## config.mk

```make
export PLATFORM = sky130hd
export DESIGN_NAME = sync_length_frame_value_extractor
export DESIGN_NICKNAME = d
export VERILOG_FILES = /design/src/sv/sle_pkg.sv /design/src/sv/sync_length_frame_value_extractor.sv /design/src/sv/sle_frame_parser.sv /design/src/sv/sle_out_buf.sv
export SDC_FILE = /design/constraint.sdc
export NUM_CORES = 1
export LEC_CHECK = 0
export BUFFER_PORTS_ARGS = -buffer_cell sky130_fd_sc_hd__buf_2
export CAP_MARGIN = 15
export CORE_MARGIN = 5
export CORE_UTILIZATION = 50
export DETAILED_ROUTE_END_ITERATION = 7
export PLACE_DENSITY_LB_ADDON = 0.1
export SLEW_MARGIN = 20
export SYNTH_ARGS = -nofsm -noshare
export SYNTH_HDL_FRONTEND = slang
export SYNTH_HIERARCHICAL = 1
export SYNTH_SLANG_ARGS = --single-unit
```

## constraint.sdc

```tcl
create_clock -name i_clk -period 6.1 [get_ports i_clk]
set_input_delay 1.22 -clock i_clk [delete_from_list [all_inputs] [get_ports i_clk]]
set_output_delay 1.22 -clock i_clk [all_outputs]
set_load 0.01 [all_outputs]
```

## src/sv/sle_pkg.sv

```systemverilog
// shared types and constants for the sync/length frame value extractor
// no dependencies; imported by every module of the block
package sle_pkg;

    localparam int BYTE_W    = 8;
    localparam int VALUE_W   = 64;
    localparam int VALUE_BYTES = VALUE_W / BYTE_W;
    localparam int CFG_IDX_W = 1;
    localparam int PHASE_W   = 3;

    localparam logic [BYTE_W-1:0] SYNC_FIRST = 8'hFF;
    localparam logic [BYTE_W-1:0] RESET_DEVICE_ID = 8'h01;
    localparam logic [BYTE_W-1:0] RESET_VALUE_COMMAND = 8'h01;

    // configuration register indexes
    localparam logic [CFG_IDX_W-1:0] CFG_DEVICE_ID     = 1'b0;
    localparam logic [CFG_IDX_W-1:0] CFG_VALUE_COMMAND = 1'b1;

    // parser phases
    localparam logic [PHASE_W-1:0] PH_HUNT0   = 3'd0;
    localparam logic [PHASE_W-1:0] PH_HUNT1   = 3'd1;
    localparam logic [PHASE_W-1:0] PH_CMD     = 3'd2;
    localparam logic [PHASE_W-1:0] PH_LEN     = 3'd3;
    localparam logic [PHASE_W-1:0] PH_PAYLOAD = 3'd4;

    typedef struct packed {
        logic               valid;
        logic [VALUE_W-1:0] value_bits;
    } t_sle_result;

endpackage

```

## src/sv/sync_length_frame_value_extractor.sv

```systemverilog
// top level of the sync/length frame value extractor
// depends on sle_pkg, sle_frame_parser, sle_out_buf

// Takes one received byte per cycle, sustained, and hunts for the sync pair 0xFF, device_id,
// then a command byte, a length byte and that many payload bytes; payload is never searched
// for sync. When a frame whose command equals value_command and whose length is at least
// eight ends, the first eight payload bytes (least significant first) come out as one 64-bit
// word; shorter value frames and all other frames give nothing. Each byte is registered on
// acceptance and parsed from the input register, and a result word is then registered in the output
// register, or in its skid entry while the output is stalled. The input
// stalls only when both the output register and its skid entry hold words. Configuration
// writes take effect on the next byte parsed and should be made while the block is idle.
module sync_length_frame_value_extractor import sle_pkg::*; (
    input  logic                 i_clk,
    input  logic                 i_rst_n,
    input  logic                 i_cfg_we,
    input  logic [CFG_IDX_W-1:0] i_cfg_index,
    input  logic [BYTE_W-1:0]    i_cfg_data,
    input  logic                 i_in_valid,
    output logic                 o_in_stall,
    input  logic [BYTE_W-1:0]    i_rx_byte,
    output logic                 o_out_valid,
    input  logic                 i_out_stall,
    output logic [VALUE_W-1:0]   o_value_bits
);

    t_sle_result w_result;
    logic        w_buf_ready;

    sle_frame_parser u_parser (
        .i_clk       (i_clk),
        .i_rst_n     (i_rst_n),
        .i_cfg_we    (i_cfg_we),
        .i_cfg_index (i_cfg_index),
        .i_cfg_data  (i_cfg_data),
        .i_in_valid  (i_in_valid),
        .o_in_stall  (o_in_stall),
        .i_rx_byte   (i_rx_byte),
        .i_ready     (w_buf_ready),
        .o_result    (w_result)
    );

    sle_out_buf u_out_buf (
        .i_clk        (i_clk),
        .i_rst_n      (i_rst_n),
        .i_result     (w_result),
        .o_ready      (w_buf_ready),
        .o_out_valid  (o_out_valid),
        .i_out_stall  (i_out_stall),
        .o_value_bits (o_value_bits)
    );

`ifndef SYNTHESIS
    a_result_only_when_ready: assert property (@(posedge i_clk) disable iff (!i_rst_n)
        w_result.valid |-> w_buf_ready)
        else $error("result word issued while output buffer full");

    a_skid_implies_out_valid: assert property (@(posedge i_clk) disable iff (!i_rst_n)
        !w_buf_ready |-> o_out_valid)
        else $error("skid entry full with empty output register");

    a_stall_only_when_full: assert property (@(posedge i_clk) disable iff (!i_rst_n)
        o_in_stall |-> !w_buf_ready)
        else $error("input stalled while output buffer has room");
`endif

endmodule

```

## src/sv/sle_frame_parser.sv

```systemverilog
// input word register, frame state machine and value assembly
// depends on sle_pkg
module sle_frame_parser import sle_pkg::*; (
    input  logic                 i_clk,
    input  logic                 i_rst_n,
    input  logic                 i_cfg_we,
    input  logic [CFG_IDX_W-1:0] i_cfg_index,
    input  logic [BYTE_W-1:0]    i_cfg_data,
    input  logic                 i_in_valid,
    output logic                 o_in_stall,
    input  logic [BYTE_W-1:0]    i_rx_byte,
    input  logic                 i_ready,
    output t_sle_result          o_result
);

    logic                r_in_valid;
    logic [BYTE_W-1:0]   r_in_byte;
    logic [BYTE_W-1:0]   r_device_id;
    logic [BYTE_W-1:0]   r_value_command;
    logic [PHASE_W-1:0]  r_phase;
    logic [BYTE_W-1:0]   r_frame_command;
    logic [BYTE_W-1:0]   r_frame_length;
    logic [BYTE_W-1:0]   r_payload_count;
    logic [VALUE_W-1:0]  r_value_shift;

    logic [PHASE_W-1:0]  n_phase;
    logic [BYTE_W-1:0]   n_frame_command;
    logic [BYTE_W-1:0]   n_frame_length;
    logic [BYTE_W-1:0]   n_payload_count;
    logic [VALUE_W-1:0]  n_value_shift;
    logic [VALUE_W-1:0]  w_merged;
    logic                w_fire;
    logic                w_load;
    logic                w_emit;

    assign w_fire     = r_in_valid && i_ready;
    assign o_in_stall = r_in_valid && !i_ready;
    assign w_load     = i_in_valid && !o_in_stall;

    always_ff @(posedge i_clk) begin
        if (!i_rst_n) begin
            r_in_valid <= 1'b0;
        end else if (w_load) begin
            r_in_valid <= 1'b1;
        end else if (w_fire) begin
            r_in_valid <= 1'b0;
        end
    end

    always_ff @(posedge i_clk) begin
        if (w_load) begin
            r_in_byte <= i_rx_byte;
        end
    end

    always_ff @(posedge i_clk) begin
        if (!i_rst_n) begin
            r_device_id     <= RESET_DEVICE_ID;
            r_value_command <= RESET_VALUE_COMMAND;
        end else if (i_cfg_we) begin
            case (i_cfg_index)
                CFG_DEVICE_ID:     r_device_id     <= i_cfg_data;
                CFG_VALUE_COMMAND: r_value_command <= i_cfg_data;
                default: ;
            endcase
        end
    end

    // current payload word dropped into its byte lane, first eight only
    always_comb begin
        w_merged = r_value_shift;
        for (int k = 0; k < VALUE_BYTES; k++) begin
            if (r_payload_count == BYTE_W'(k)) begin
                w_merged[k*BYTE_W +: BYTE_W] = r_value_shift[k*BYTE_W +: BYTE_W] | r_in_byte;
            end
        end
    end

    always_comb begin
        n_phase         = r_phase;
        n_frame_command = r_frame_command;
        n_frame_length  = r_frame_length;
        n_payload_count = r_payload_count;
        n_value_shift   = r_value_shift;
        w_emit          = 1'b0;
        case (r_phase)
            PH_HUNT1: begin
                if (r_in_byte == r_device_id) begin
                    n_phase = PH_CMD;
                end else if (r_in_byte == SYNC_FIRST) begin
                    n_phase = PH_HUNT1;
                end else begin
                    n_phase = PH_HUNT0;
                end
            end
            PH_CMD: begin
                n_frame_command = r_in_byte;
                n_phase         = PH_LEN;
            end
            PH_LEN: begin
                n_frame_length  = r_in_byte;
                n_payload_count = '0;
                n_value_shift   = '0;
                n_phase         = (r_in_byte == '0) ? PH_HUNT0 : PH_PAYLOAD;
            end
            PH_PAYLOAD: begin
                n_value_shift   = w_merged;
                n_payload_count = r_payload_count + BYTE_W'(1);
                if (n_payload_count >= r_frame_length) begin
                    // short value frames are dropped
                    w_emit  = (r_frame_command == r_value_command) &&
                              (r_frame_length >= BYTE_W'(VALUE_BYTES));
                    n_phase = PH_HUNT0;
                end
            end
            default: begin
                n_phase = (r_in_byte == SYNC_FIRST) ? PH_HUNT1 : PH_HUNT0;
            end
        endcase
    end

    always_ff @(posedge i_clk) begin
        if (!i_rst_n) begin
            r_phase         <= PH_HUNT0;
            r_frame_command <= '0;
            r_frame_length  <= '0;
            r_payload_count <= '0;
            r_value_shift   <= '0;
        end else if (w_fire) begin
            r_phase         <= n_phase;
            r_frame_command <= n_frame_command;
            r_frame_length  <= n_frame_length;
            r_payload_count <= n_payload_count;
            r_value_shift   <= n_value_shift;
        end
    end

    assign o_result.valid      = w_fire && w_emit;
    assign o_result.value_bits = w_merged;

endmodule

```

## src/sv/sle_out_buf.sv

```systemverilog
// result register with a skid entry, so the parser never waits on a combinational stall
// depends on sle_pkg
module sle_out_buf import sle_pkg::*; (
    input  logic               i_clk,
    input  logic               i_rst_n,
    input  t_sle_result        i_result,
    output logic               o_ready,
    output logic               o_out_valid,
    input  logic               i_out_stall,
    output logic [VALUE_W-1:0] o_value_bits
);

    logic               r_out_valid;
    logic [VALUE_W-1:0] r_out_bits;
    logic               r_skid_valid;
    logic [VALUE_W-1:0] r_skid_bits;
    logic               w_out_free;

    assign o_ready      = !r_skid_valid;
    assign w_out_free   = !r_out_valid || !i_out_stall;
    assign o_out_valid  = r_out_valid;
    assign o_value_bits = r_out_bits;

    always_ff @(posedge i_clk) begin
        if (!i_rst_n) begin
            r_out_valid  <= 1'b0;
            r_skid_valid <= 1'b0;
        end else if (w_out_free) begin
            // skid entry drains first; no new word can arrive while it is full
            r_out_valid  <= r_skid_valid || i_result.valid;
            r_skid_valid <= 1'b0;
        end else if (i_result.valid) begin
            r_skid_valid <= 1'b1;
        end
    end

    always_ff @(posedge i_clk) begin
        if (w_out_free) begin
            r_out_bits <= r_skid_valid ? r_skid_bits : i_result.value_bits;
        end
        if (!w_out_free && i_result.valid) begin
            r_skid_bits <= i_result.value_bits;
        end
    end

endmodule

```

# Word-level counts from Yosys, hierarchy flattened
# Cells that the tools add are included.
[op_classes]
n_reduce_logical = 24
n_mux = 20
magnitude_cmp = 2
n_eq_ne = 15
addsub = 1
bitwise = 10
[ops]
columns = ["op", "n"]
rows = [
  ["$pmux 64 s2", 1],
  ["$mux 64", 1],
  ["$mux 8", 8],
  ["$or 8x8->8", 8],
  ["$eq 8x3->1 const B", 4],
  ["$eq 8x2->1 const B", 2],
  ["$eq 8x8->1", 2],
  ["$logic_not 8->1", 2],
  ["$pmux 8 s2", 1],
  ["$pmux 3 s4", 1],
  ["$reduce_and 2->1", 6],
  ["$mux 3", 3],
  ["$add 8x1->8 const B", 1],
  ["$eq 8x1->1 const B", 1],
  ["$eq 8x8->1 const B", 1],
  ["$ge 8x4->1 const B", 1],
  ["$ge 8x8->1", 1],
  ["$eq 3x2->1 const B", 2],
  ["$logic_and 1x1->1", 6],
  ["$logic_not 1->1", 5],
  ["$mux 1", 5],
  ["$reduce_bool 2->1", 2],
  ["$eq 3x1->1 const B", 1],
  ["$eq 3x3->1 const B", 1],
  ["other kinds (4)", 6],
]
[word_totals]
elab_cells = 85
output_inout_bits = 66
ff_bits = 246

# Longest topological paths before layout
[logic_depth]
ltp_word = 6
depth_mapped = 12
mapped_depth_nobuf = 11

# Cells and area by module
# The synthesis kept the hierarchy.
[by_module_without_submodules]
columns = ["mod", "cells_each", "area_each_um2", "n_inst", "seq_area_each_um2"]
rows = [
  ["sle_frame_parser", 606, 5499.0, 1, 2402.3],
  ["sle_out_buf", 207, 4708.3, 1, 3883.7],
]

# Worst setup path before layout
# Ideal clock, no wire load.
[synth_path]
path_kind = "reg-to-reg"
from = "reg u_parser.r_payload_count[0]"
to = "reg u_out_buf.r_skid_bits[0], enable pin"
slack_ns = 1.603
n_path_buf = 1
synth_period_minus_slack_ns = 4.497
setup_time_ns = 0.429
arrival_ns = 4.068
path_stages_with_launch = 12
required_time_ns = 5.671
cell_sequence = "dfxtp_1 ha_1 clkbuf_1 nand3_1 o21a_1 or2_2 ha_1 and3_1 o211ai_1 o21ai_0 nor4b_2 and3_1"
[synth_rtl]
columns = ["item", "line_no", "text"]
rows = [
  ["from (decl)", "sle_frame_parser.sv:23", "logic [BYTE_W-1:0] r_payload_count;"],
  ["from (signal assigned)", "sle_frame_parser.sv:133", "r_payload_count <= n_payload_count;"],
  ["to (signal assigned)", "sle_out_buf.sv:42", "r_skid_bits <= i_result.value_bits;"],
  ["to (decl)", "sle_out_buf.sv:16", "logic [VALUE_W-1:0] r_skid_bits;"],
]

==> impl_metrics.toml <==
[placement]
postPlaceCellArea_um2 = 10700
dp_hpwl_mm = 14.3
gp_congestion = 0.801
portBuffers = 87
dp.cells = 1121

[floorplan]
start_util_pct = 50.6
row_count = 52
ioPinCount = 88
die_x_um = 153
dieArea_um2 = 23400
die_h_um = 153
core_um2 = 20200

[global_route]
grtUsageTotal_pct = 19.0
grt_pass1_wl_mm = 35.9
grt_pass1_vias = 6523
antenna_found_initial = 0
grt_max_degree = 66
grt_overflow = 0

[setup_path]
slowest_stage = "and3_2"
critPathTopFamily = "simple AND/OR/NAND/NOR gates"
endpoint_kind = "register"
worstPathCellList = "ha_1, nand3_1, o21a_1, or2_2, ha_1, and3_1, o211ai_1, o21ai_0, nor4b_2, and3_2, buf_4"
slowest_delay_ns = 0.76
rrSetupSlack_ns = 1.73
cp-start-kind = "register"
crit_top_cell = "ha_1"
cp.depth = 11
criticalPathCategory = "reg -> reg"
crit_path_max_fanout = 34
arrival_ns = 4.53
r2r_start = "u_parser/r_payload_count[0]"
r2r_end = "u_out_buf/r_skid_bits[2]"
crit_buf_inv = 1
r2r_cells = 11
required_ns = 6.26

[final_layout]
seq_area_um2 = 6290
fin_nets = 912
stdcell_area_um2 = 11500
layout.cells.non_filler = 1166
layout-drive-gt1-share_pct = 20.3
areaGrowthSynthToFinish_pct = 12.7
fillers = 1717
mostFrequentLayoutCells = "edfxtp_1, dfxtp_1, buf_2"
antennaDiodeCount = 0
multi_input_area_um2 = 3540
final_common_cell = "edfxtp_1"

[min_path]
hold_class = "reg -> reg"
hold_start = "u_parser/r_frame_length[3]"
hold_path_depth = 2
min_to = "u_parser/r_frame_length[3]"

[yosys]
synthXorXnorAreaFrac_pct = 1.80
synth_nets = 847
yosys.area_share.simple_pct = 10.1
synth-seq-cells = 246
avgSynthCellArea_um2 = 12.6
yosys.area_share.adder_pct = 1.47
synth-compound-area-share_pct = 13.4
synth_cell_type_count = 54
synth_top_family_by_area = "compound AO/OA/AOI/OAI gates"
synth_edf_count = 136
synth_mux_area_share_pct = 7.85
synth_cells = 813
synth_area_um2 = 10200
ys_seq_area_share_pct = 61.6
async_flop_share_pct = 0
ys_warn_count = 6
synth_ff_type = "edfxtp_1"

[clocking]
hold_buffers = 0
numCtsBuffers = 25
clk_pin_slew_worst_paths_ns = 0.06
post-cts-setup-buffer-count = 0
htreeDepth = 1
cts_resized = 0
cts_num_sinks = 246
cts_max_path_buffers = 3
cts_tree = "yes"
clk_latency_ns = 0.51
cts_root_buf = "clkbuf_16"

[sta]
grt_setup_unrepaired = "false"
drv_slew = 0
finalSetupTns_ns = 0
finalSetupViolations = 0
timing.slew.headroom_pct = 34.3
post-route-min-period_ns = 4.37
worst_slew_pin_slew_ns = 0.985
fmax_mhz = 229
min_period_over_period_pct = 71.7
skew_ns = 0.0107
final_hold_viol_count = 0

[flow_run]
cap_violations = 0

[power]
peakVddDrop_mv = 0.178
leakagePower_uw = 0.00506
p_total_uw = 3320
p_per_area_nw_per_um2 = 289

[drt]
wl_mm = 22.8
drcViolationCount = 0
vias = 6528
wl_per_cell_um = 19.5
drt_iter0_drc = 478
dr.pass1.iters = 4
viasPerCell = 5.60
ant_nets = 0

[status]
outcome = "finished clean"
-- worst max-delay path by stage --
stage                                     start                   endpoint  slack (ns)
global placement    u_parser/r_payload_count[0]  u_out_buf/r_skid_bits[28]        1.84
floorplan           u_parser/r_payload_count[0]   u_out_buf/r_skid_bits[0]        1.60
detailed placement  u_parser/r_payload_count[0]   u_out_buf/r_skid_bits[2]        1.68
global route        u_parser/r_payload_count[0]  u_out_buf/r_skid_bits[24]        1.43
CTS                 u_parser/r_payload_count[0]   u_out_buf/r_skid_bits[2]        1.68
finish              u_parser/r_payload_count[0]   u_out_buf/r_skid_bits[2]        1.73
-- flip-flops by register name, indices dropped and copies added, names as in the netlist, 8 cells and up --
register,cells
u_out_buf/o_value_bits,64
u_out_buf/r_skid_bits,64
u_parser/r_device_id,8
u_parser/r_frame_command,8
u_parser/r_frame_length,8
u_parser/r_in_byte,8
u_parser/r_payload_count,8
u_parser/r_value_command,8
u_parser/r_value_shift,64
-- cell type report --
cell class	instances	share of cell area (%)
flip-flops and latches	246	54.6
clock buffers	36	6.59
well taps	270	2.94
multi-input cells	498	30.8
clock inverters	9	0.435
inverters	14	0.468
repair buffers	93	4.18
-- metal layers --
layer	track usage (%)	vias up	part of all wire (%)
li1	-	3111	-
met1	26.0	3227	45
met2	31.8	165	48
met3	3.28	25	4.9
met4	5.13	0	1.9
met5	0	-	0
-- synth_stat cells (all sizes together), types with 3 or more instances --
master | number | area, um^2
nor2b | 4 | 25.0
a21o | 66 | 495
dfxtp | 110 | 2200
and3 | 6 | 47.5
o21ai | 6 | 30.0
edfxtp | 136 | 4080
nor4 | 4 | 40.0
nor3 | 6 | 30.0
inv | 13 | 48.8
a2bb2oi | 64 | 561
xor2 | 8 | 70.1
nand4 | 15 | 93.8
nor2 | 83 | 319
nand3 | 25 | 130
mux2i | 8 | 80.1
mux2 | 64 | 721
buf | 27 | 228
ha | 12 | 150
a21oi | 28 | 140
o21a | 3 | 22.5
xnor2 | 13 | 114
clkbuf | 28 | 105
nand2 | 49 | 184
and2 | 9 | 76.3
-- kinds of logic (layout without fill, tap and decap cells) --
family,count (synthesis),count (layout)
AOI/OAI and AO/OA,182,182
xor gates and xnor gates,21,21
adders and majority gates,12,12
buffers and inverters,69,152
DFF,246,246
muxes,72,72
and+or+nand+nor,211,211
-- worst reg2reg max path: stages, from the launching register on --
cell and delay (ns):
dfxtp_1 0.50, ha_1 0.39, nand3_1 0.24, o21a_1 0.25, or2_2 0.29, ha_1 0.29
and3_1 0.17, o211ai_1 0.10, o21ai_0 0.23, nor4b_2 0.27, and3_2 0.76, buf_4 0.51
-- where the power goes --
group	internal, uW	switching [uW]
clock network	862	608
registers	1750	37.8
logic	25.1	38.8
total	2640	685
-- through the flow --
step                hold WS, ns  setup slack [ns]  utilization [%]
global placement          0.446              1.84             53.0
floorplan                 0.436              1.60                -
CTS                       0.458              1.68             57.0
global route              0.474              1.43             57.1
finish                    0.458              1.73             57.1
detailed placement        0.450              1.68             53.0
No activity file was read; power rests on OpenSTA's default activity.
